`src/design/csca_pkg.sv`:
```
// ----------------------------------------------------------------------------
// csca_pkg: shared types and constants for the channel shuffle address unit
// Widths, status codes, register indexes and the words passed between stages.
// ----------------------------------------------------------------------------
package csca_pkg;

    localparam int BLOCK_CH   = 4;
    localparam int LANE_W     = 2;
    localparam int IN_CH_W    = 12;
    localparam int CH_W       = 13;
    localparam int PAD_W      = 14;
    localparam int BATCH_W    = 8;
    localparam int PIXEL_W    = 20;
    localparam int PLANE_W    = 21;
    localparam int OFF_W      = 39;
    localparam int CFG_IDX_W  = 3;
    localparam int CFG_DATA_W = 21;
    localparam int OFF_STAGES = 3;

    localparam logic [CFG_IDX_W-1:0] REG_FIRST_CH  = 3'd0;
    localparam logic [CFG_IDX_W-1:0] REG_SECOND_CH = 3'd1;
    localparam logic [CFG_IDX_W-1:0] REG_GROUPS    = 3'd2;
    localparam logic [CFG_IDX_W-1:0] REG_SPLIT     = 3'd3;
    localparam logic [CFG_IDX_W-1:0] REG_PLANE     = 3'd4;

    typedef enum logic [1:0] {
        STATUS_OK        = 2'd0,
        STATUS_ODD_SPLIT = 2'd1,
        STATUS_RANGE     = 2'd2
    } status_t;

    // per-word data carried alongside the divider chain
    typedef struct packed {
        logic [BATCH_W-1:0] batch;
        logic [PIXEL_W-1:0] pixel;
        status_t            status;
        logic               dsel;
        logic               zf;
        logic [CH_W-1:0]    local_ch;
        logic [PAD_W-1:0]   dpad;
    } side_t;

    // two restoring divisions by the group count, one bit per cell
    typedef struct packed {
        logic [CH_W-1:0] num_a;
        logic [CH_W-1:0] rem_a;
        logic [CH_W-1:0] quo_a;
        logic [CH_W-1:0] num_b;
        logic [CH_W-1:0] rem_b;
        logic [CH_W-1:0] quo_b;
        side_t           side;
    } div_t;

    typedef struct packed {
        status_t status;
        logic    dsel;
        logic    zf;
        logic    ssel;
    } info_t;

    typedef struct packed {
        logic             source_select;
        logic [OFF_W-1:0] source_offset;
        logic             dest_select;
        logic [OFF_W-1:0] dest_offset;
        logic             zero_fill;
        status_t          status;
    } res_t;

    // round a channel count up to a whole block
    function automatic logic [PAD_W-1:0] pad_up(input logic [PAD_W-1:0] c);
        logic [PAD_W-1:0] s;
        s = c + PAD_W'(BLOCK_CH - 1);
        return {s[PAD_W-1:LANE_W], LANE_W'(0)};
    endfunction

endpackage

```
`src/design/csca_offset.sv`:
```
// ----------------------------------------------------------------------------
// csca_offset: blocked tensor offset, three stages
// (b*Q + (k & ~3))*P + p*4 + (k & 3), wrapped to the offset width.
// ----------------------------------------------------------------------------
module csca_offset (
    input  logic                         clk,
    input  logic                         en,
    input  logic [csca_pkg::BATCH_W-1:0] batch,
    input  logic [csca_pkg::PAD_W-1:0]   pad,
    input  logic [csca_pkg::PAD_W-1:0]   chan,
    input  logic [csca_pkg::PIXEL_W-1:0] pixel,
    input  logic [csca_pkg::PLANE_W-1:0] plane,
    output logic [csca_pkg::OFF_W-1:0]   offset
);
    import csca_pkg::*;

    localparam int BQ_W   = BATCH_W + PAD_W;
    localparam int TAIL_W = PIXEL_W + LANE_W;
    localparam int PROD_W = BQ_W + PLANE_W;

    logic [BQ_W-1:0]   m1_bq_reg;
    logic [BQ_W-1:0]   m1_bq_next;
    logic [TAIL_W-1:0] m1_tail_reg;
    logic [PROD_W-1:0] prod_full;
    logic [OFF_W-1:0]  m2_prod_reg;
    logic [TAIL_W-1:0] m2_tail_reg;
    logic [OFF_W-1:0]  m3_off_reg;

    assign m1_bq_next = BQ_W'(batch) * BQ_W'(pad)
                      + BQ_W'({chan[PAD_W-1:LANE_W], LANE_W'(0)});
    assign prod_full  = PROD_W'(m1_bq_reg) * PROD_W'(plane);

    always_ff @(posedge clk)
    begin
        if (en)
        begin
            m1_bq_reg   <= m1_bq_next;
            m1_tail_reg <= {pixel, chan[LANE_W-1:0]};
            m2_prod_reg <= prod_full[OFF_W-1:0];
            m2_tail_reg <= m1_tail_reg;
            m3_off_reg  <= m2_prod_reg + OFF_W'(m2_tail_reg);
        end
    end

    assign offset = m3_off_reg;

endmodule

```
`config.mk`:
```
export PLATFORM = sky130hd
export DESIGN_NAME = csca_offset
export DESIGN_NICKNAME = d
export VERILOG_FILES = /design/src/design/csca_pkg.sv /design/src/design/csca_offset.sv
export SDC_FILE = /design/constraint.sdc
export NUM_CORES = 2
export LEC_CHECK = 0
export BUFFER_PORTS_ARGS = -buffer_cell sky130_fd_sc_hd__buf_2
export CAP_MARGIN = 20
export CORE_MARGIN = 3
export CORE_UTILIZATION = 39
export DETAILED_ROUTE_END_ITERATION = 7
export GPL_ROUTABILITY_DRIVEN = 0
export SETUP_SLACK_MARGIN = 0.15
export SYNTH_ARGS = -nofsm -noshare
export SYNTH_HDL_FRONTEND = slang
export SYNTH_SLANG_ARGS = --single-unit
```
`constraint.sdc`:
```
create_clock -name clk -period 8.42 [get_ports clk]
set_clock_uncertainty 0.15 [all_clocks]
set_input_delay 2.526 -clock clk [delete_from_list [all_inputs] [get_ports clk]]
set_output_delay 2.526 -clock clk [all_outputs]
set_load 0.01 [all_outputs]
```
==> run_results.csv <==
group,metric,value,unit
logic_synthesis,yosysSeqAreaShare,0.1813,
setup_path,r2r_end,"m2_prod_reg[38]$_DFFE_PP_",
clock_network,cts_buffers,17,
setup_path,crit_buf_inv,5,
logic_synthesis,yosysMostFrequentCell,"inv_1",
cells_and_area,syn_to_final_growth,16.45,%
logic_synthesis,yosys-top-cells-count,"inv_1 (538), fa_1 (458), and2_1 (308)",
cells_and_area,design_area,27770,um^2
floorplanning,ios,118,
grt,grt_overflow_total,0,
min_path,holdPathStages,0,
outcome,status,"finished, violations left",
setup_path,reg2reg_from,"m1_bq_reg[10]$_DFFE_PP_",
placement,dp_hpwl,46140,um
grt,antenna_found_initial,0,
min_path,hold_path_end,"m2_tail_reg[6]$_DFFE_PP_",
clock_network,clk_path_buf_depth,2,
clock_network,clock_insertion_delay_worst_skew,460,ps
logic_synthesis,synth.avg_cell_area,9.881,um^2
setup_path,crit_required,8470,ps
cells_and_area,fin_cells,3403,
timing,setup_slack,-161.4,ps
logic_synthesis,synth-main-ff-cell,"edfxtp_1",
setup_path,path_max_fanout,19,
timing,min_period,8581,ps
cells_and_area,drive_gt1_frac,0.1756,
clock_network,cts_sinks,144,
floorplanning,die_h,253.3,um
floorplanning,dieArea,64160,um^2
logic_synthesis,netlist.area_leader.share,0.3844,
floorplanning,core_area,60470,um^2
timing,rsz0062_at_grt,"true",
clock_network,cts_tree,"done",
grt,grt_max_degree,83,
timing,max_freq,0.1165,GHz
setup_path,r2r_cells,23,
setup_path,max_stage_delay,520,ps
detailed_routing,num_vias,16600,
logic_synthesis,synth_cell_types,59,
timing,setup_viol,3,
detailed_routing,firstDrtPassIters,5,
setup_path,path_cells,"buf_12 -> and2_1 -> fa_1 -> fa_1 -> inv_1 -> fa_1 -> inv_1 -> fa_1 -> fa_2 -> fa_1 -> inv_1 -> fa_1 -> inv_1 -> ha_1 -> a21oi_4 -> o21ai_4 -> a221oi_4 -> o2111ai_4 -> a2111oi_4 -> nor3_2 -> nor4_2 -> o21bai_1 -> a21oi_1 -> xnor2_1",
cells_and_area,final_util,0.4593,
min_path,hold_class,"reg2reg",
logic_synthesis,synth_top_area_cell,"fa_1",
setup_path,crit_path_top_delay_cell,"fa_1",
setup_path,cp_top_family,"adder cells",
grt,track_usage,0.1892,
grt,grt_pass1_vias,18770,
setup_path,rrSetupSlack,960,ps
detailed_routing,drc_errors,0,
timing,fin_crit_sh,1.019,
timing,slew_violations,0,
cells_and_area,register_area,4324,um^2
logic_synthesis,ys_seq_elements,144,
clock_network,h-tree-depth,4,
floorplanning,row_count,90,
clock_network,path_clk_slew,70,ps
setup_path,path_common_cell,"fa_1",
logic_synthesis,synth_area,23850,um^2
timing,slew_headroom,0.3055,
logic_synthesis,async_reset_ff_frac,0,
logic_synthesis,yosys_warnings,0,
timing,tightest_slew,1042,ps
detailed_routing,viasPerCell,4.878,
floorplanning,initial_core_util,0.3944,
grt,grt_pass1_wl,96720,um
logic_synthesis,syn-num-nets,3140,
setup_path,critPathKind,"in2reg",
logic_synthesis,synthCells,2414,
cells_and_area,final_nets,3333,
setup_path,arrival,8630,ps
detailed_routing,ant_nets,0,
run,maxCapViolations,0,
cells_and_area,multi_input_area,17730,um^2
placement,placed_area,26090,um^2
detailed_routing,drtIter0Drc,717,
setup_path,end_kind,"register",
logic_synthesis,synth_edf_count,144,
logic_synthesis,netlist_top_cells_area,"fa_1 (38%), edfxtp_1 (18%), ha_1 (9.9%)",
placement,dp.cells,3335,
outcome,failed_checks,"negative setup slack",
setup_path,startpoint_type,"primary input",
detailed_routing,wl,56950,um
floorplanning,die_x,253.3,um
clock_network,root_buffer,"clkbuf_16",
timing,setup_tns,-295.0,ps
cells_and_area,nFillCells,5643,
placement,port_buffers,117,
detailed_routing,routedWlPerCell,16.74,um
min_path,hold_start,"m1_tail_reg[6]$_DFFE_PP_",
timing,finalHoldViolations,0,
[what timing repair did]
| action | CTS | global route |
|---|---|---|
| hold buffers | 0 | 0 |
| gates cloned | 0 | 1 |
| pin swaps | 91 | 81 |
| setup endpoints to repair | 19 | 18 |
| setup buffers | 22 | 12 |
| resized for setup | 132 | 84 |
[how the worst max path moves through the flow]
stage                     startpoint                   endpoint  slack (ps)  cells after the start
after floorplan             plane[9]  m2_prod_reg[38]$_DFFE_PP_        -390                     24
after global placement      plane[6]  m2_prod_reg[38]$_DFFE_PP_        -940                     24
after detailed placement    plane[6]  m2_prod_reg[38]$_DFFE_PP_       -1030                     24
after CTS                  plane[16]  m2_prod_reg[38]$_DFFE_PP_        -260                     25
after global routing        plane[9]  m2_prod_reg[38]$_DFFE_PP_        -330                     26
final                       plane[6]  m2_prod_reg[38]$_DFFE_PP_        -160                     24
[stage by stage]
stage,worst slack (ps),hold slack [ps]
floorplan,-388.6,250.3
detailed placement,-1032,256.8
global placement,-942.7,251.1
CTS,-263.5,269.0
global route,-332.2,275.8
finish,-161.4,269.7
[cell usage in the layout, fill, tap and decap left out, types with 8 or more instances in the layout]
cell type	synthesis	routed
inv_1	538	515
fa_1	458	437
nand2_1	296	287
and2_1	308	270
ha_1	189	175
edfxtp_1	144	144
buf_4	0	127
buf_2	2	98
xnor2_1	71	70
nor2_1	49	48
a21oi_1	48	40
and2_4	0	38
buf_6	0	26
inv_2	0	23
a21o_1	22	22
fa_2	0	21
o21ai_0	26	20
xor2_1	20	19
nand3_1	20	18
clkbuf_16	0	18
ha_4	0	13
buf_8	0	11
buf_12	0	11
nand4_1	10	10
and3_1	12	10
nor3_1	9	8
[cells by family (layout without fill, tap and decap cells)]
kind of cell,count (synthesis),after routing,share of synthesized area
other cells,0,1,0
compound gates,165,165,0.04674
simple gates,728,728,0.1540
buf+inv,638,844,0.1006
fa+ha+maj,647,647,0.4836
xor+xnor,91,91,0.03342
flops,144,144,0.1813
mux,1,1,0.0004197
[routing by layer]
layer	part of all wire	up-vias	global-route usage
met2	0.50	299	0.3358
met5	0	-	0
met3	0.031	72	0.02075
met1	0.44	8570	0.2451
li1	-	7658	-
met4	0.023	0	0.05289
[layout make-up]
type,instances,share of cell area
timing repair buffer,274,0.07730
antenna,1,0.00009010
sequential,144,0.1557
tap,782,0.03523
multi-input combinational,1632,0.6383
clock inverter,15,0.005406
inverter,538,0.07271
clock buffer,17,0.01532
Power is left out: the tool's default activity adds up to more than one toggle a clock period on the data nets, which glitch-free logic cannot reach.
