--- src/design/csca_pkg.sv ---
// ----------------------------------------------------------------------------
// csca_pkg: shared types and constants for the channel shuffle address unit
// Widths, status codes, register indexes and the words passed between stages.
// ----------------------------------------------------------------------------
package csca_pkg;

    localparam int BLOCK_CH   = 4;
    localparam int LANE_W     = 2;
    localparam int IN_CH_W    = 12;
    localparam int CH_W       = 13;
    localparam int PAD_W      = 14;
    localparam int BATCH_W    = 8;
    localparam int PIXEL_W    = 20;
    localparam int PLANE_W    = 21;
    localparam int OFF_W      = 39;
    localparam int CFG_IDX_W  = 3;
    localparam int CFG_DATA_W = 21;
    localparam int OFF_STAGES = 3;

    localparam logic [CFG_IDX_W-1:0] REG_FIRST_CH  = 3'd0;
    localparam logic [CFG_IDX_W-1:0] REG_SECOND_CH = 3'd1;
    localparam logic [CFG_IDX_W-1:0] REG_GROUPS    = 3'd2;
    localparam logic [CFG_IDX_W-1:0] REG_SPLIT     = 3'd3;
    localparam logic [CFG_IDX_W-1:0] REG_PLANE     = 3'd4;

    typedef enum logic [1:0] {
        STATUS_OK        = 2'd0,
        STATUS_ODD_SPLIT = 2'd1,
        STATUS_RANGE     = 2'd2
    } status_t;

    // per-word data carried alongside the divider chain
    typedef struct packed {
        logic [BATCH_W-1:0] batch;
        logic [PIXEL_W-1:0] pixel;
        status_t            status;
        logic               dsel;
        logic               zf;
        logic [CH_W-1:0]    local_ch;
        logic [PAD_W-1:0]   dpad;
    } side_t;

    // two restoring divisions by the group count, one bit per cell
    typedef struct packed {
        logic [CH_W-1:0] num_a;
        logic [CH_W-1:0] rem_a;
        logic [CH_W-1:0] quo_a;
        logic [CH_W-1:0] num_b;
        logic [CH_W-1:0] rem_b;
        logic [CH_W-1:0] quo_b;
        side_t           side;
    } div_t;

    typedef struct packed {
        status_t status;
        logic    dsel;
        logic    zf;
        logic    ssel;
    } info_t;

    typedef struct packed {
        logic             source_select;
        logic [OFF_W-1:0] source_offset;
        logic             dest_select;
        logic [OFF_W-1:0] dest_offset;
        logic             zero_fill;
        status_t          status;
    } res_t;

    // round a channel count up to a whole block
    function automatic logic [PAD_W-1:0] pad_up(input logic [PAD_W-1:0] c);
        logic [PAD_W-1:0] s;
        s = c + PAD_W'(BLOCK_CH - 1);
        return {s[PAD_W-1:LANE_W], LANE_W'(0)};
    endfunction

endpackage

--- src/design/csca_skid.sv ---
// ----------------------------------------------------------------------------
// csca_skid: output register with one skid entry
// Holds back the pipeline only once both entries are taken.
// ----------------------------------------------------------------------------
module csca_skid (
    input  logic            clk,
    input  logic            rst_n,
    input  logic            push_valid,
    input  csca_pkg::res_t  push_data,
    input  logic            out_stall,
    output logic            out_valid,
    output csca_pkg::res_t  out_data,
    output logic            full
);
    import csca_pkg::*;

    logic out_valid_reg;
    logic skid_valid_reg;
    res_t out_data_reg;
    res_t skid_data_reg;
    logic pop;
    logic push;

    assign pop  = out_valid_reg && !out_stall;
    assign push = push_valid && !skid_valid_reg;

    always_ff @(posedge clk or negedge rst_n)
    begin
        if (!rst_n)
        begin
            out_valid_reg  <= 1'b0;
            skid_valid_reg <= 1'b0;
        end
        else if (skid_valid_reg)
        begin
            if (pop)
            begin
                skid_valid_reg <= 1'b0;
            end
        end
        else if (push)
        begin
            if (!out_valid_reg || pop)
            begin
                out_valid_reg <= 1'b1;
            end
            else
            begin
                skid_valid_reg <= 1'b1;
            end
        end
        else if (pop)
        begin
            out_valid_reg <= 1'b0;
        end
    end

    always_ff @(posedge clk)
    begin
        if (skid_valid_reg)
        begin
            if (pop)
            begin
                out_data_reg <= skid_data_reg;
            end
        end
        else if (push)
        begin
            if (!out_valid_reg || pop)
            begin
                out_data_reg <= push_data;
            end
            else
            begin
                skid_data_reg <= push_data;
            end
        end
    end

    assign out_valid = out_valid_reg;
    assign out_data  = out_data_reg;
    assign full      = skid_valid_reg;

endmodule

--- config.mk ---
export PLATFORM = sky130hd
export DESIGN_NAME = csca_skid
export DESIGN_NICKNAME = d
export VERILOG_FILES = /design/src/design/csca_pkg.sv /design/src/design/csca_skid.sv
export SDC_FILE = /design/constraint.sdc
export NUM_CORES = 1
export LEC_CHECK = 0
export BUFFER_PORTS_ARGS = -buffer_cell sky130_fd_sc_hd__buf_2
export CAP_MARGIN = 25
export CELL_PAD_IN_SITES_DETAIL_PLACEMENT = 0
export CELL_PAD_IN_SITES_GLOBAL_PLACEMENT = 2
export CORE_MARGIN = 2
export CORE_UTILIZATION = 38
export CTS_CLUSTER_DIAMETER = 200
export DETAILED_ROUTE_END_ITERATION = 7
export PLACE_DENSITY = 0.87
export SLEW_MARGIN = 10
export SYNTH_ARGS = -nofsm -noshare
export SYNTH_HDL_FRONTEND = slang
export SYNTH_SLANG_ARGS = --single-unit
--- constraint.sdc ---
create_clock -name clk -period 9.2 [get_ports clk]
set_input_delay 0.92 -clock clk [delete_from_list [all_inputs] [get_ports clk]]
set_output_delay 0.92 -clock clk [all_outputs]
set_load 0.02 [all_outputs]
==> results_dict.tcl, run 1 <==
set metrics [dict create \
    drt.antenna.violating_nets 0 \
    ys_seq_area_share_pct 81.2 \
    hold_ws_ns 0.277 \
    cts_resized 0 \
    yosys_register_bits 168 \
    root_buffer "clkbuf_16" \
    min_period_ns 2.80 \
    grt_usage_pct 13.6 \
    antenna_found_initial 0 \
    vias 3157 \
    firstDrtPassIters 4 \
    die_w_microns 132 \
    synth-simple-area-share_pct 0.343 \
    clk_pin_slew_ns 0.06 \
    cts_sinks 168 \
    cts.htree.levels 4 \
    vdd_drop_max_mv 0.145 \
    fp.dieH_microns 132 \
    initial_core_util_pct 38.9 \
    syn_inst 271 \
    cts_tree "yes" \
    synth-adder-area-share_pct 0 \
    synth_top_family_by_area "multiplexers" \
    ff2ff_path_depth 4 \
    rsz0062_at_grt "false" \
    wl_per_cell_microns 17.1 \
    fin_cells 685 \
    dpl.hpwl_mm 7.89 \
    slew_headroom_pct 51.8 \
    rows 46 \
    cts_max_path_buffers 2 \
    first_iter_violations 142 \
    powerDensity_nw_per_um2 336 \
    drc 0 \
    critical_path_peak_fanout 48 \
    via_per_inst 4.61 \
    synth_area_sq_um 6200 \
    synthXorXnorAreaFrac_pct 0 \
    avgSynthCellArea_sq_um 22.9 \
    pre_cts_slack_ns 6.30 \
    max-cap-violations 0 \
    first_global_vias 3373 \
    post-cts-setup-buffers 0 \
    n_fill_cell 1344 \
    crit_required_ns 9.24 \
    grt_pass1_wl_mm 18.2 \
    worstSkewPairLatency_ns 0.41 \
    place_inst 653 \
    worstMarginPinSlew_ns 0.722 \
    finalMaxSlewViolations 0 \
    power.leakage_nw 3.03 \
    worst_slack_ns 6.40 \
    antenna_cells 0 \
    finalSetupViolCount 0 \
    synth_mux_area_share_pct 16.7 \
    r2r_end "out_data[77]" \
    fmax_ghz 0.357 \
    routed_wirelength_mm 11.7 \
    critical_path.startpoint_type "flop" \
    finalPower_mw 2.66 \
    syn-num-nets 358 \
    utilization_pct 49.8 \
    r2r-start "full" \
    tns_ns 0 \
    r2r_setup_slack_ns 6.40 \
    place_area_sq_um 7330 \
    grt_max_degree 49 \
    cts-buffers-inserted 17 \
    synth_compound_area_share_pct 0.363 \
    drive_above_1_share_pct 61.8 \
    grt.overflow.total 0 \
    finalInstanceArea_sq_um 7940 \
    die-area_sq_um 17400 \
    globalplace.congestion 0.740 \
    io_buffer_count 171 \
    path_class "flop to flop" \
    nets 543 \
    final-hold-violation-count 0 \
    skew_ns 0.00566 \
    syn_to_final_growth_pct 28.0 \
    yosysWarnings 0 \
    end_kind "flop" \
    core_sq_um 15900 \
    cts_hold_buffers 0 \
    post-route-period-util_pct 30.5 \
    synth_cell_type_count 13 \
    critPathArrivalTime_ns 2.85 \
    status "finished clean" \
    io_pins 172 \
    hp-class "input port to async pin" \
]
-- cell type report --
cell class	count	area, sq um	share of cell area, %
Clock buffer	17	425	5.36
Clock inverter	15	183	2.30
Inverter	1	3.75	0.0473
Timing Repair Buffer	176	918	11.6
Sequential cell	168	5040	63.5
Multi-Input combinational cell	92	1100	13.8
Tap cell	216	270	3.40
-- synthesized netlist by cell type --
master | count | area share (%)
inv_1 | 1 | 0.060
mux2_4 | 27 | 6.5
nor2_1 | 1 | 0.060
edfxtp_1 | 166 | 80
dfrtp_1 | 2 | 0.81
nand2_1 | 3 | 0.18
buf_2 | 5 | 0.40
buf_6 | 5 | 0.91
a21boi_0 | 1 | 0.12
a21oi_1 | 2 | 0.16
mux2_2 | 56 | 10
o21ai_0 | 1 | 0.081
nand2b_1 | 1 | 0.10
-- how the worst max path moves through the flow --
stage | cells past startpoint | end | start
2_1_floorplan | 2 | out_data[0] | out_stall
3_3_place_gp | 4 | out_data[72] | push_valid
3_5_place_dp | 5 | out_data[12] | out_stall
4_1_cts | 4 | out_data[77] | full
5_1_grt | 4 | out_data[77] | full
6_report | 4 | out_data[77] | full
-- cells in the final DEF, fill, tap and decap left out --
cell type / instances
a21boi_4: 1
a21oi_1: 2
buf_12: 2
buf_2: 171
buf_4: 3
bufinv_16: 4
clkbuf_16: 17
clkinv_1: 4
clkinv_2: 3
clkinv_4: 1
clkinvlp_4: 2
dfrtp_1: 1
dfrtp_4: 1
edfxtp_1: 166
inv_1: 1
inv_6: 1
mux2_2: 56
mux2_4: 27
nand2_1: 3
nand2b_1: 1
nor2_4: 1
o21ai_0: 1
-- cell families (layout without fill, tap and decap cells) --
family	after synthesis	count (layout)
mux	83	83
buf+inv	11	209
flops	168	168
simple gates	5	5
compound gates	4	4
-- where the power goes --
| part | switching [mW] | internal [mW] | total [mW] |
|---|---|---|---|
| combinational | 0.427 | 0.294 | 0.721 |
| sequential | 0.0974 | 1.12 | 1.21 |
| clock | 0.279 | 0.450 | 0.729 |
| total | 0.803 | 1.86 | 2.66 |
-- per-layer routing --
| metal | track usage, % | up-vias | part of all wire, % |
|---|---|---|---|
| met4 | 4.59 | 0 | 0.81 |
| met2 | 21.5 | 132 | 48 |
| li1 | - | 1453 | - |
| met1 | 17.0 | 1563 | 44 |
| met5 | 0 | - | 0 |
| met3 | 5.84 | 9 | 7.2 |
-- critical path, cell delays in order (launching register included) --
cell and delay [ns]:
dfrtp_4 0.89, nand2_1 0.21, a21boi_4 0.47, buf_12 0.26, buf_4 0.53
Power figures use the tool's default switching activity.
==> run 2: changes to the inputs <==
--- a/config.mk
+++ b/config.mk
@@ -5,15 +5,16 @@
 export SDC_FILE = /design/constraint.sdc
 export NUM_CORES = 1
 export LEC_CHECK = 0
+export ABC_AREA = 1
 export BUFFER_PORTS_ARGS = -buffer_cell sky130_fd_sc_hd__buf_2
 export CAP_MARGIN = 25
 export CELL_PAD_IN_SITES_DETAIL_PLACEMENT = 0
 export CELL_PAD_IN_SITES_GLOBAL_PLACEMENT = 2
 export CORE_MARGIN = 2
-export CORE_UTILIZATION = 38
+export CORE_UTILIZATION = 31
 export CTS_CLUSTER_DIAMETER = 200
 export DETAILED_ROUTE_END_ITERATION = 7
-export PLACE_DENSITY = 0.87
+export PLACE_DENSITY = 0.83
 export SLEW_MARGIN = 10
 export SYNTH_ARGS = -nofsm -noshare
 export SYNTH_HDL_FRONTEND = slang
==> constraint.sdc (replaced) <==
create_clock -name clk -period 2.56 [get_ports clk]
set_input_delay 0.256 -clock clk [delete_from_list [all_inputs] [get_ports clk]]
set_output_delay 0.256 -clock clk [all_outputs]
set_load 0.02 [all_outputs]
==> results_dict.tcl, run 2 <==
set metrics [dict create \
    cts-buffers-inserted 17 \
    pre_cts_slack_ns 0.831 \
    critPathLaunch "full" \
    wl_per_cell_microns 13.7 \
    via_per_inst 4.15 \
    routed_wirelength_mm 12.6 \
    first_global_vias 3890 \
    utilization_pct 40.8 \
    combPwrFrac_pct 27.6 \
    cts.htree.levels 4 \
    mostFrequentLayoutCell "nand2_1" \
    ys.flop_type "edfxtp_1" \
    hp-class "input port to flop" \
    place_area_sq_um 7300 \
    dpl.hpwl_mm 8.01 \
    antenna_found_initial 0 \
    cts_max_path_buffers 2 \
    final_cell_mix "nand2_1 (258), buf_2 (171), edfxtp_1 (166)" \
    crit_path_max_incr_delay_ns 0.69 \
    crit_family "buffers and inverters" \
    avgSynthCellArea_sq_um 13.6 \
    yosysMostFrequentCell "nand2_1" \
    final-hold-violation-count 0 \
    post-route-period-util_pct 84.3 \
    nets 725 \
    critPathArrivalTime_ns 1.90 \
    slew_headroom_pct 40.8 \
    synth_cell_type_count 11 \
    fp.dieH_microns 145 \
    finalSetupViolCount 0 \
    vias 3805 \
    min_period_ns 2.16 \
    syn_inst 455 \
    cts_sinks 168 \
    initial_core_util_pct 31.7 \
    critical_path.startpoint_type "flop" \
    yosys_register_bits 168 \
    clkPwrFrac_pct 27.4 \
    end_kind "primary output" \
    ys_seq_area_share_pct 81.4 \
    vdd_drop_max_mv 0.828 \
    async_flop_share_pct 1.19 \
    p_switching_mw 3.21 \
    rsz0062_at_grt "false" \
    grt_max_degree 85 \
    hold_start "push_data[60]" \
    worstSkewPairLatency_ns 0.42 \
    grt_usage_pct 12.4 \
    grt_pass1_wl_mm 20.5 \
    worstMarginPinSlew_ns 0.888 \
    power.leakage_nw 3.40 \
    syn_to_final_growth_pct 28.7 \
    powerDensity_nw_per_um2 1200 \
    die_w_microns 145 \
    rows 51 \
    synth_top_area_share_pct 80.6 \
    antenna_cells 0 \
    crit_required_ns 2.30 \
    synth_area_sq_um 6190 \
    skew_ns 0.00787 \
    root_buffer "clkbuf_16" \
    drive_above_1_share_pct 32.4 \
    post-cts-setup-buffers 0 \
    cp_cell_sequence "buf_4, buf_2" \
    status "finished clean" \
    core_sq_um 19500 \
    die-area_sq_um 21100 \
    synth_common_cells "nand2_1 (258), edfxtp_1 (166), buf_6 (7)" \
    synth_top_cell_by_area "edfxtp_1" \
    finalInstanceArea_sq_um 7960 \
    slowest_stage "buf_4" \
    first_iter_violations 222 \
    clk_pin_slew_ns 0.07 \
    yosysWarnings 0 \
    p_seq_share_pct 45.0 \
    r2r-start "full" \
    grt.overflow.total 0 \
    drc 0 \
    cts_tree "yes" \
    tns_ns 0 \
    fmax_ghz 0.464 \
    yosys-top-cells-area "edfxtp_1 (81%), nand2_1 (16%), buf_6 (1.3%), dfrtp_1 (0.81%), buf_4 (0.49%)" \
    swShare_pct 33.7 \
    globalplace.congestion 0.724 \
    crit_buf_inv 2 \
    syn-num-nets 542 \
    synth_edf_count 166 \
    p_int_mw 6.32 \
    max-cap-violations 0 \
    path_class "flop to primary output" \
    io_pins 172 \
    worst_slack_ns 0.403 \
    drt.antenna.violating_nets 0 \
    finalPower_mw 9.54 \
    critical_path_peak_fanout 84 \
    firstDrtPassIters 4 \
    finalMaxSlewViolations 0 \
    io_buffer_count 171 \
]
run 2: cell types whose count changed in the layout (fill, tap and decap cells not counted), moves of 2 or more:
| cell | change |
|---|---|
| a21oi_1 | -2 |
| buf_4 | +2 |
| clkinv_1 | -2 |
| clkinvlp_4 | +2 |
| dlygate4sd3_1 | +6 |
| inv_1 | +3 |
| mux2_2 | -56 |
| mux2_4 | -27 |
| nand2_1 | +255 |
| nor2_1 | +2 |
run 2: power groups by stage:
stage	Combinational, mW	Clock (mW)	Sequential [mW]
after floorplan	1.05	0	5.09
after CTS	2.67	2.70	4.31
final	2.63	2.61	4.30
after global placement	2.65	0	4.34
after detailed placement	2.67	0	4.35
after global routing	2.90	2.82	4.38
run 2: what timing repair did:
item                                   4_1_cts  5_1_grt
endpoints found under the hold margin        2        5
resized for setup                            0        0
hold buffers                                 1        5
run 2: logic make-up after synthesis:
kind of cell,count (synthesis),share of synthesized area [%]
DFF,168,81.4
and+or+nand+nor,262,15.9
buffers and inverters,25,2.71
run 2: worst paths after layout:
kind / end / slack [ns] / cells after the start
hold / removal: skid_data_reg[60] / 0.03 / 1
min in group asynchronous: out_valid / 0.14 / 2
hold reg to reg: out_data[26] / 0.51 / 2
max in group asynchronous: full / 2.31 / 2
setup / recovery: full / 0.40 / 2
setup reg to reg: out_data[27] / 0.90 / 4
run 2: stage by stage:
stage	instances	hold WS, ns
after floorplan	455	-0.0396
after global placement	878	0.0413
after detailed placement	878	0.0432
after CTS	911	0.00344
after global routing	916	0.000330
final	916	0.0266
run 2: layout make-up:
| type | instances | area [sq um] |
|---|---|---|
| clock buffer | 17 | 425 |
| fill | 1898 | 11600 |
| clock inverter | 15 | 176 |
| timing repair buffer | 183 | 973 |
| sequential | 168 | 5040 |
| tap | 265 | 332 |
| multi-input combinational | 262 | 992 |
| inverter | 6 | 26.3 |
run 2: metal layers:
metal	part of all wire, %	global-route usage, %	wire length [microns]	vias to the layer above
met5	0	0	0	-
met4	1.0	3.68	129	0
met3	7.9	4.84	996	8
met2	44	18.2	5590	141
met1	47	17.0	5860	1766
li1	-	-	-	1890
