### src/design/csca_pkg.sv
// ----------------------------------------------------------------------------
// csca_pkg: shared types and constants for the channel shuffle address unit
// Widths, status codes, register indexes and the words passed between stages.
// ----------------------------------------------------------------------------
package csca_pkg;

    localparam int BLOCK_CH   = 4;
    localparam int LANE_W     = 2;
    localparam int IN_CH_W    = 12;
    localparam int CH_W       = 13;
    localparam int PAD_W      = 14;
    localparam int BATCH_W    = 8;
    localparam int PIXEL_W    = 20;
    localparam int PLANE_W    = 21;
    localparam int OFF_W      = 39;
    localparam int CFG_IDX_W  = 3;
    localparam int CFG_DATA_W = 21;
    localparam int OFF_STAGES = 3;

    localparam logic [CFG_IDX_W-1:0] REG_FIRST_CH  = 3'd0;
    localparam logic [CFG_IDX_W-1:0] REG_SECOND_CH = 3'd1;
    localparam logic [CFG_IDX_W-1:0] REG_GROUPS    = 3'd2;
    localparam logic [CFG_IDX_W-1:0] REG_SPLIT     = 3'd3;
    localparam logic [CFG_IDX_W-1:0] REG_PLANE     = 3'd4;

    typedef enum logic [1:0] {
        STATUS_OK        = 2'd0,
        STATUS_ODD_SPLIT = 2'd1,
        STATUS_RANGE     = 2'd2
    } status_t;

    // per-word data carried alongside the divider chain
    typedef struct packed {
        logic [BATCH_W-1:0] batch;
        logic [PIXEL_W-1:0] pixel;
        status_t            status;
        logic               dsel;
        logic               zf;
        logic [CH_W-1:0]    local_ch;
        logic [PAD_W-1:0]   dpad;
    } side_t;

    // two restoring divisions by the group count, one bit per cell
    typedef struct packed {
        logic [CH_W-1:0] num_a;
        logic [CH_W-1:0] rem_a;
        logic [CH_W-1:0] quo_a;
        logic [CH_W-1:0] num_b;
        logic [CH_W-1:0] rem_b;
        logic [CH_W-1:0] quo_b;
        side_t           side;
    } div_t;

    typedef struct packed {
        status_t status;
        logic    dsel;
        logic    zf;
        logic    ssel;
    } info_t;

    typedef struct packed {
        logic             source_select;
        logic [OFF_W-1:0] source_offset;
        logic             dest_select;
        logic [OFF_W-1:0] dest_offset;
        logic             zero_fill;
        status_t          status;
    } res_t;

    // round a channel count up to a whole block
    function automatic logic [PAD_W-1:0] pad_up(input logic [PAD_W-1:0] c);
        logic [PAD_W-1:0] s;
        s = c + PAD_W'(BLOCK_CH - 1);
        return {s[PAD_W-1:LANE_W], LANE_W'(0)};
    endfunction

endpackage

### src/design/csca_div_cell.sv
// ----------------------------------------------------------------------------
// csca_div_cell: one cell of the divider chain
// Does one restoring step of oc / g and of C / g, passes the side data on.
// ----------------------------------------------------------------------------
module csca_div_cell (
    input  logic                      clk,
    input  logic                      rst_n,
    input  logic                      en,
    input  logic [csca_pkg::CH_W-1:0] divisor,
    input  logic                      in_valid,
    input  csca_pkg::div_t            in_data,
    output logic                      out_valid,
    output csca_pkg::div_t            out_data
);
    import csca_pkg::*;

    logic             valid_reg;
    div_t             data_reg;
    div_t             data_next;
    logic [CH_W:0]    t_a;
    logic [CH_W:0]    t_b;
    logic [CH_W:0]    diff_a;
    logic [CH_W:0]    diff_b;
    logic             ge_a;
    logic             ge_b;

    always_comb
    begin
        t_a    = {in_data.rem_a, in_data.num_a[CH_W-1]};
        t_b    = {in_data.rem_b, in_data.num_b[CH_W-1]};
        ge_a   = t_a >= {1'b0, divisor};
        ge_b   = t_b >= {1'b0, divisor};
        diff_a = t_a - {1'b0, divisor};
        diff_b = t_b - {1'b0, divisor};

        data_next       = in_data;
        // remainder stays below the divisor, so it fits CH_W bits
        data_next.rem_a = ge_a ? diff_a[CH_W-1:0] : t_a[CH_W-1:0];
        data_next.rem_b = ge_b ? diff_b[CH_W-1:0] : t_b[CH_W-1:0];
        data_next.quo_a = {in_data.quo_a[CH_W-2:0], ge_a};
        data_next.quo_b = {in_data.quo_b[CH_W-2:0], ge_b};
        data_next.num_a = {in_data.num_a[CH_W-2:0], 1'b0};
        data_next.num_b = {in_data.num_b[CH_W-2:0], 1'b0};
    end

    always_ff @(posedge clk or negedge rst_n)
    begin
        if (!rst_n)
        begin
            valid_reg <= 1'b0;
        end
        else if (en)
        begin
            valid_reg <= in_valid;
        end
    end

    always_ff @(posedge clk)
    begin
        if (en)
        begin
            data_reg <= data_next;
        end
    end

    assign out_valid = valid_reg;
    assign out_data  = data_reg;

endmodule

### config.mk
export PLATFORM = sky130hd
export DESIGN_NAME = csca_div_cell
export DESIGN_NICKNAME = d
export VERILOG_FILES = /design/src/design/csca_pkg.sv /design/src/design/csca_div_cell.sv
export SDC_FILE = /design/constraint.sdc
export NUM_CORES = 1
export LEC_CHECK = 0
export BUFFER_PORTS_ARGS = -buffer_cell sky130_fd_sc_hd__buf_2
export CAP_MARGIN = 0
export CORE_MARGIN = 3
export CORE_UTILIZATION = 30
export DETAILED_ROUTE_END_ITERATION = 6
export PLACE_DENSITY = 0.68
export SYNTH_ARGS = -nofsm -noshare
export SYNTH_HDL_FRONTEND = slang
export SYNTH_SLANG_ARGS = --single-unit
### constraint.sdc
create_clock -name clk -period 1.12 [get_ports clk]
set_clock_uncertainty 0.15 [all_clocks]
set_input_delay 0.168 -clock clk [delete_from_list [all_inputs] [get_ports clk]]
set_output_delay 0.168 -clock clk [all_outputs]
set_load 0.01 [all_outputs]
==> summary.md, run 1 <==
| Metric | Value |
|---|---|
| Outcome | complete, but fails checks |
| Failing checks | negative setup slack |
| Dpl hpwl | 14,000 um |
| RSZ-0062 raised after global routing | yes |
| Worst setup endpoint | out_data[79]$_DFFE_PP_ |
| Max_cap viols | 0 |
| Pleak | 4.62 nW |
| # DRC | 0 |
| Netlist cell types | 44 |
| GRT busiest layer | met2 |
| Cells after Synth | 351 |
| Part of the power in the clock network | 37.1% |
| Reg2Reg Setup Slack | 0.23 ns |
| Synth Register Bits | 136 |
| Synth Area per Inst | 16.3 sq um |
| Dpl cells | 935 |
| Share of the synthesized area in the top cell type | 71.0% |
| Overall routing resource usage | 18.8% |
| Sequential area share after synthesis | 71.5% |
| Overflow after GRT | 0 |
| Mapped Area | 5710 sq um |
| Initial Util | 31.1% |
| Ranking of synthesized cells by area | edfxtp_1 71%, ha_1 5.7%, mux2_2 4.1%, xnor2_1 1.5%, a21oi_1 1.3% |
| Crit Path Class | input port to register |
| GR Layer Usage met3 | 6.76% |
| Minimum clock period | 2.08 ns |
| # rows | 49 |
| Worst Setup Start Kind | input port |
| Pwr Density | 1470 nW/um^2 |
| Async S/R FF share, synth | 0.735% |
| Met1 Track Usage GR | 20.9% |
| Worst EP arrival | 2.09 ns |
| Detailed Route WL | 20,300 um |
| Yosys Warn Count | 0 |
| R2r endpoint | out_valid$_DFFE_PN0P_ |
| Synth Area in Simple Gates | 4.87% |
| WHS | 0.0138 ns |
| Sw frac | 26.4% |
| Max frequency | 0.481 GHz |
| Layout net count | 1,047 |
| GR Util met2 | 32.8% |
| Post-synthesis compound-gate area fraction | 7.32% |
| Clk root buf | clkbuf_16 |
| DIE AREA | 20,700 sq um |
| Most frequent cells after synthesis | 135 x edfxtp_1, 26 x ha_1, 21 x mux2_2, 20 x inv_1, 19 x nor2_1 |
| First-pass GRT wire length | 29,000 um |
| Reg power frac | 41.9% |
| Share of cells above drive strength 1 | 51.0% |
| Final setup TNS | -41.70 ns |
| Final ANT Viol Nets | 0 |
| Crit end category | register |
| Worst skew pair latency | 0.41 ns |
| Die Height | 144 um |
| Number of flops mapped to enable cells by yosys | 135 |
| R2R cell count | 1 |
| Final setup margin | -0.960 ns |
| Gpl congestion | 0.852 |
| Top cell type by total area after synthesis | edfxtp_1 |
| I/O pin total | 292 |
| Post-Layout Cell Count | 1,108 |
| Drt first pass iters | 5 |
| Initial DRC Count | 206 |
| Comb power frac | 21.0% |
| CTS tree | done |
| Fin crit share | 186% |
| Max VDD drop | 0.00100 V |
| Pin count of the biggest net entering global routing | 37 |
| CTS Buf Count | 17 |
| WP data required | 1.13 ns |
| Synth Area in Adders | 6.40% |
| Clock buffer depth | 2 |
| CTS H-tree depth | 4 |
| CORE AREA | 18,300 sq um |
| Multiplexer share of the synthesized area | 5.48% |
| CP Max Fanout | 7 |
| Hold crit path type | input port to register |
| Max-slew violation count | 0 |
| Post-DR vias/cell | 4.55 |
| Xor-xnor portion of the synthesized cell area | 2.46% |
| Chip width | 144 um |
| Count of final hold-check violations | 0 |
| Worst-path clk slew | 0.07 ns |
| # setup viols final | 164 |
| Sw Pwr | 0.00399 W |
| Layout fillers | 1,479 |
| Initial antenna violation count | 5 |
| Largest family of logic cells by synthesized area | compound AO/OA/AOI/OAI gates |
| Vias | 5,045 |
| Internal Power | 0.0111 W |
| I/O Buffers | 287 |
| Critical Path Start | in_data[97] |
| Area Overhead vs Synth | 80.4% |
| Top-count cell post-synth | edfxtp_1 |
| CTS sink cnt | 136 |
| R2R Path Start | out_valid$_DFFE_PN0P_ |
| WL per Instance | 18.3 um |
| Vias in the first global route | 5,238 |
| Top FF cell, synth | edfxtp_1 |
## cell type report
type | instances | area [sq um] | area share (%)
clock inverter | 15 | 168 | 1.63
tap | 229 | 287 | 2.78
inverter | 20 | 100 | 0.972
clock buffer | 17 | 425 | 4.13
antenna | 1 | 2.50 | 0.0243
timing repair buffer | 499 | 3530 | 34.3
multi-input combinational | 191 | 1710 | 16.6
sequential | 136 | 4080 | 39.6
## state kept, by name (all words and copies together) (netlist names)
name and flops:
out_valid 1, out_data 135
## what timing repair did
item                                    CTS  global route
hold endpoints to repair                132             4
hold buffers                            126             2
endpoints found under the setup margin  164           165
buffers inserted                          6             8
gates resized for setup                  30            24
pin swaps                                 9            11
## routing by layer
layer / wire [um] / vias up
met5: 55 / -
met1: 7550 / 2377
met2: 10500 / 240
li1: - / 2386
met3: 1680 / 34
met4: 503 / 8
## worst min-delay path by stage
stage | from | cells past startpoint | slack (ns) | to
floorplan | rst_n | 0 | -0.28 | out_valid$_DFFE_PN0P_
global placement | rst_n | 1 | -0.21 | out_valid$_DFFE_PN0P_
detailed placement | rst_n | 1 | -0.21 | out_valid$_DFFE_PN0P_
CTS | in_data[112] | 3 | -0.006 | out_data[113]$_DFFE_PP_
global route | in_data[83] | 3 | 0.005 | out_data[84]$_DFFE_PP_
finish | in_data[112] | 3 | 0.01 | out_data[113]$_DFFE_PP_
## kinds of logic after synthesis
| logic type | Yosys count |
|---|---|
| compound gates | 63 |
| xor+xnor | 16 |
| fa+ha+maj | 28 |
| buf+inv | 25 |
| flops | 136 |
| mux | 28 |
| other cells | 1 |
| simple gates | 54 |
## per-stage QoR
stage               area, sq um  setup slack, ns  util [%]  power (W)
finish                    10300           -0.960      56.2     0.0151
global route              10300            -1.00      56.2     0.0158
CTS                       10200           -0.940      55.4     0.0152
detailed placement         8130            -1.54      44.4    0.00901
global placement           8130            -1.48      44.4    0.00895
floorplan                  5840            -1.28         -    0.00761
## power by group through the flow
stage / combinational [W] / clock, W / sequential, W
CTS: 0.00307 / 0.00578 / 0.00631
global placement: 0.00255 / 0 / 0.00641
detailed placement: 0.00259 / 0 / 0.00641
floorplan: 0.000943 / 0 / 0.00667
global route: 0.00342 / 0.00602 / 0.00638
finish: 0.00316 / 0.00560 / 0.00633
## critical path: stages
cell	delay [ns]
buf_8	0.09
inv_12	0.03
ha_4	0.15
fa_2	0.38
nor2b_4	0.13
o31a_1	0.22
o21ai_2	0.08
a311o_1	0.27
nand3_2	0.13
buf_12	0.14
mux2_4	0.29
## layout by cell type, fill, tap and decap left out, types with 4 or more instances in the layout
cell type	n
nand3_1	5
buf_2	272
a21oi_1	14
inv_8	4
buf_6	18
mux2_4	22
a21o_1	4
nor2_1	18
mux2i_1	5
edfxtp_1	135
o21a_1	9
ha_4	5
buf_4	74
xor2_1	6
clkbuf_16	17
o21ai_0	10
ha_1	21
dlygate4sd3_1	127
inv_6	7
xnor2_1	10
buf_12	5
nand2_1	10
inv_1	16
o31a_1	4
(Power assumes the default switching activity.)
==> run 2: changes to the inputs <==
- PLACE_DENSITY: 0.68 -> 0.7
- clock period: 1.12 -> 1.7 ns (I/O delays scaled with it)
==> run 2 against run 1 <==
The run still ends with negative setup slack left. Global-route usage shrank 0.76 points. Die area is the same. Worst setup slack gained 0.45 ns. Clock power shrank 31%. Via count shrank 2.5%. Sequential power shrank 34%. Design area shrank 2.3%. Power shrank 34%. Non-clock buffer count shrank 21. First-iteration DRC count shrank 17%. Register-to-register slack gained 0.58 ns. Final cell count shrank 1.9%.
==> summary.md, run 2 (synthesized netlist as in run 1, its figures left out) <==
| Metric | Value |
|---|---|
| Outcome | complete, but fails checks |
| Failing checks | negative setup slack |
| Vias in the first global route | 5,051 (-3.6%) |
| I/O Buffers | 287 (unchanged) |
| RSZ-0062 raised after global routing | yes |
| DIE AREA | 20,700 sq um (unchanged) |
| Clock buffer depth | 2 (unchanged) |
| Final setup margin | -0.509 ns (+0.451 ns) |
| GRT busiest layer | met2 |
| WHS | 0.0245 ns (+0.0107 ns) |
| Hold path startpoint | in_data[83] |
| Pin count of the biggest net entering global routing | 41 (+11%) |
| Met1 Track Usage GR | 20.6% (-0.27 points) |
| Share of cells above drive strength 1 | 51.3% (+0.32 points) |
| Clk root buf | clkbuf_16 |
| Worst EP arrival | 2.22 ns (+0.13 ns) |
| # setup viols final | 27 (-84%) |
| Overall routing resource usage | 18.0% (-0.76 points) |
| GR Layer Usage met3 | 4.89% (-1.9 points) |
| Hold crit path type | input port to register |
| Final ANT Viol Nets | 0 (unchanged) |
| I/O pin total | 292 (unchanged) |
| Hold Path Stages | 2 (-1) |
| Initial DRC Count | 172 (-17%) |
| Pwr Density | 998 nW/um^2 (-32%) |
| CTS H-tree depth | 4 (unchanged) |
| R2r endpoint | out_valid$_DFFE_PN0P_ |
| Reg2Reg Setup Slack | 0.81 ns (+0.58 ns) |
| R2R cell count | 1 (unchanged) |
| Max FFs per register | 135 (unchanged) |
| Dpl hpwl | 13,800 um (-1.5%) |
| Count of final hold-check violations | 0 (unchanged) |
| Worst Setup Start Kind | input port |
| Part of the power in the clock network | 38.5% (+1.4 points) |
| Most common cell after layout, fill and taps aside | buf_2 |
| GR Util met2 | 32.4% (-0.39 points) |
| Chip width | 144 um (unchanged) |
| Initial Util | 31.1% (unchanged) |
| Internal Power | 0.00740 W (-33%) |
| Pleak | 4.52 nW (-2.0%) |
| R2R Path Start | out_valid$_DFFE_PN0P_ |
| Minimum clock period | 2.21 ns |
| Die Height | 144 um (unchanged) |
| First-pass GRT wire length | 28,000 um (-3.3%) |
| Layout net count | 1,026 (-2.0%) |
| CP Max Fanout | 3 (-4) |
| Dpl cells | 936 (+0.11%) |
| Sw Pwr | 0.00264 W (-34%) |
| WP data required | 1.71 ns (+0.58 ns) |
| # rows | 49 (unchanged) |
| Layout fillers | 1,485 (+0.41%) |
| Sw frac | 26.3% (-0.16 points) |
| WL per Instance | 18.3 um (-0.12%) |
| Initial antenna violation count | 3 (-2) |
| Max VDD drop | 0.000574 V (-43%) |
| CTS Buf Count | 17 (unchanged) |
| Fin crit share | 130% |
| Post-DR vias/cell | 4.53 (-0.59%) |
| Worst skew pair latency | 0.41 ns (about the same) |
| Min-Delay Endpoint | out_data[84]$_DFFE_PP_ |
| Crit end category | register |
| Max-slew violation count | 0 (unchanged) |
| Gpl congestion | 0.857 (+0.59%) |
| Total power | 0.0100 W (-34%) |
| Reg power frac | 41.4% (-0.5 points) |
| Max_cap viols | 0 (unchanged) |
| Most frequent cells in the layout | 283 x buf_2, 135 x edfxtp_1, 111 x dlygate4sd3_1 |
| Post-Layout Cell Count | 1,087 (-1.9%) |
| CORE AREA | 18,300 sq um (unchanged) |
| Vias | 4,920 (-2.5%) |
| Max frequency | 0.453 GHz |
| Area Overhead vs Synth | 76.3% |
| Final setup TNS | -10.15 ns (+31.54 ns) |
| CTS sink cnt | 136 (unchanged) |
| # DRC | 0 (unchanged) |
| Detailed Route WL | 19,900 um (-2.0%) |
| Worst-path clk slew | 0.06 ns (about the same) |
| Crit Path Class | input port to register |
| Overflow after GRT | 0 (unchanged) |
| Comb power frac | 20.0% (-1.0 points) |
| CTS tree | done |
| Drt first pass iters | 4 (-1) |
run 2: cell count changes in the layout (fill, tap and decap cells not counted), moves of 2 or more:
cell | before | now
ha_1 | 21 | 23
ha_4 | 5 | 3
buf_4 | 74 | 69
buf_6 | 18 | 7
dlygate4sd3_1 | 127 | 111
clkinv_8 | 1 | 3
o21ai_0 | 10 | 13
inv_8 | 4 | 2
buf_2 | 272 | 283
o21ai_1 | 3 | 0
run 2: layout make-up:
| class | count | area [sq um] | share of cell area, % |
|---|---|---|---|
| Sequential cell | 136 | 4080 | 40.5 |
| Timing Repair Buffer | 478 | 3280 | 32.6 |
| Multi-Input combinational cell | 191 | 1690 | 16.8 |
| Clock buffer | 17 | 425 | 4.23 |
| Tap cell | 229 | 287 | 2.85 |
| Clock inverter | 15 | 200 | 1.99 |
| Inverter | 20 | 100 | 0.995 |
| Antenna cell | 1 | 2.50 | 0.0249 |
run 2: metal layers:
layer | vias up | share of wire (%)
li1 | 2349 | -
met4 | 4 | 2.2
met2 | 220 | 52
met5 | - | 0.14
met1 | 2321 | 38
met3 | 26 | 7.7
run 2: worst max-delay path by stage:
stage                      startpoint                endpoint  slack, ns  cells past startpoint
after floorplan           in_data[97]  out_data[77]$_DFFE_PP_      -0.79                     10
after global placement    in_data[97]  out_data[76]$_DFFE_PP_      -0.99                     11
after detailed placement  in_data[97]  out_data[76]$_DFFE_PP_      -1.03                     11
after CTS                 in_data[97]  out_data[76]$_DFFE_PP_      -0.49                     11
after global routing      in_data[97]  out_data[84]$_DFFE_PP_      -0.56                     10
final                     in_data[97]  out_data[84]$_DFFE_PP_      -0.51                     10
run 2: timing repair:
item,4_1_cts,5_1_grt
resized for setup,23,6
endpoints found under the setup margin,28,28
buffers inserted,4,3
hold endpoints to repair,110,0
cloned,0,1
pin swaps,7,5
hold buffers,111,0
run 2: power groups by stage:
stage	sequential, W	combinational (W)	clock [W]
finish	0.00416	0.00201	0.00387
global route	0.00419	0.00217	0.00411
CTS	0.00416	0.00196	0.00397
detailed placement	0.00422	0.00171	0
global placement	0.00422	0.00168	0
floorplan	0.00439	0.000621	0
run 2: stage by stage:
step / worst slack (ns) / instance area [sq um] / util [%]
global placement: -0.995 / 8140 / 44.4
CTS: -0.495 / 9980 / 54.4
detailed placement: -1.03 / 8140 / 44.4
global route: -0.558 / 10100 / 54.9
floorplan: -0.787 / 5840 / -
finish: -0.509 / 10100 / 54.9
run 2: critical path, cell delays in order:
cell and delay, ns:
buf_8 0.11, inv_12 0.04, ha_4 0.12, fa_2 0.22
nor2b_4 0.05, o31a_1 0.32, o31a_1 0.31, or4_1 0.41
o2111a_1 0.13, mux2_4 0.25
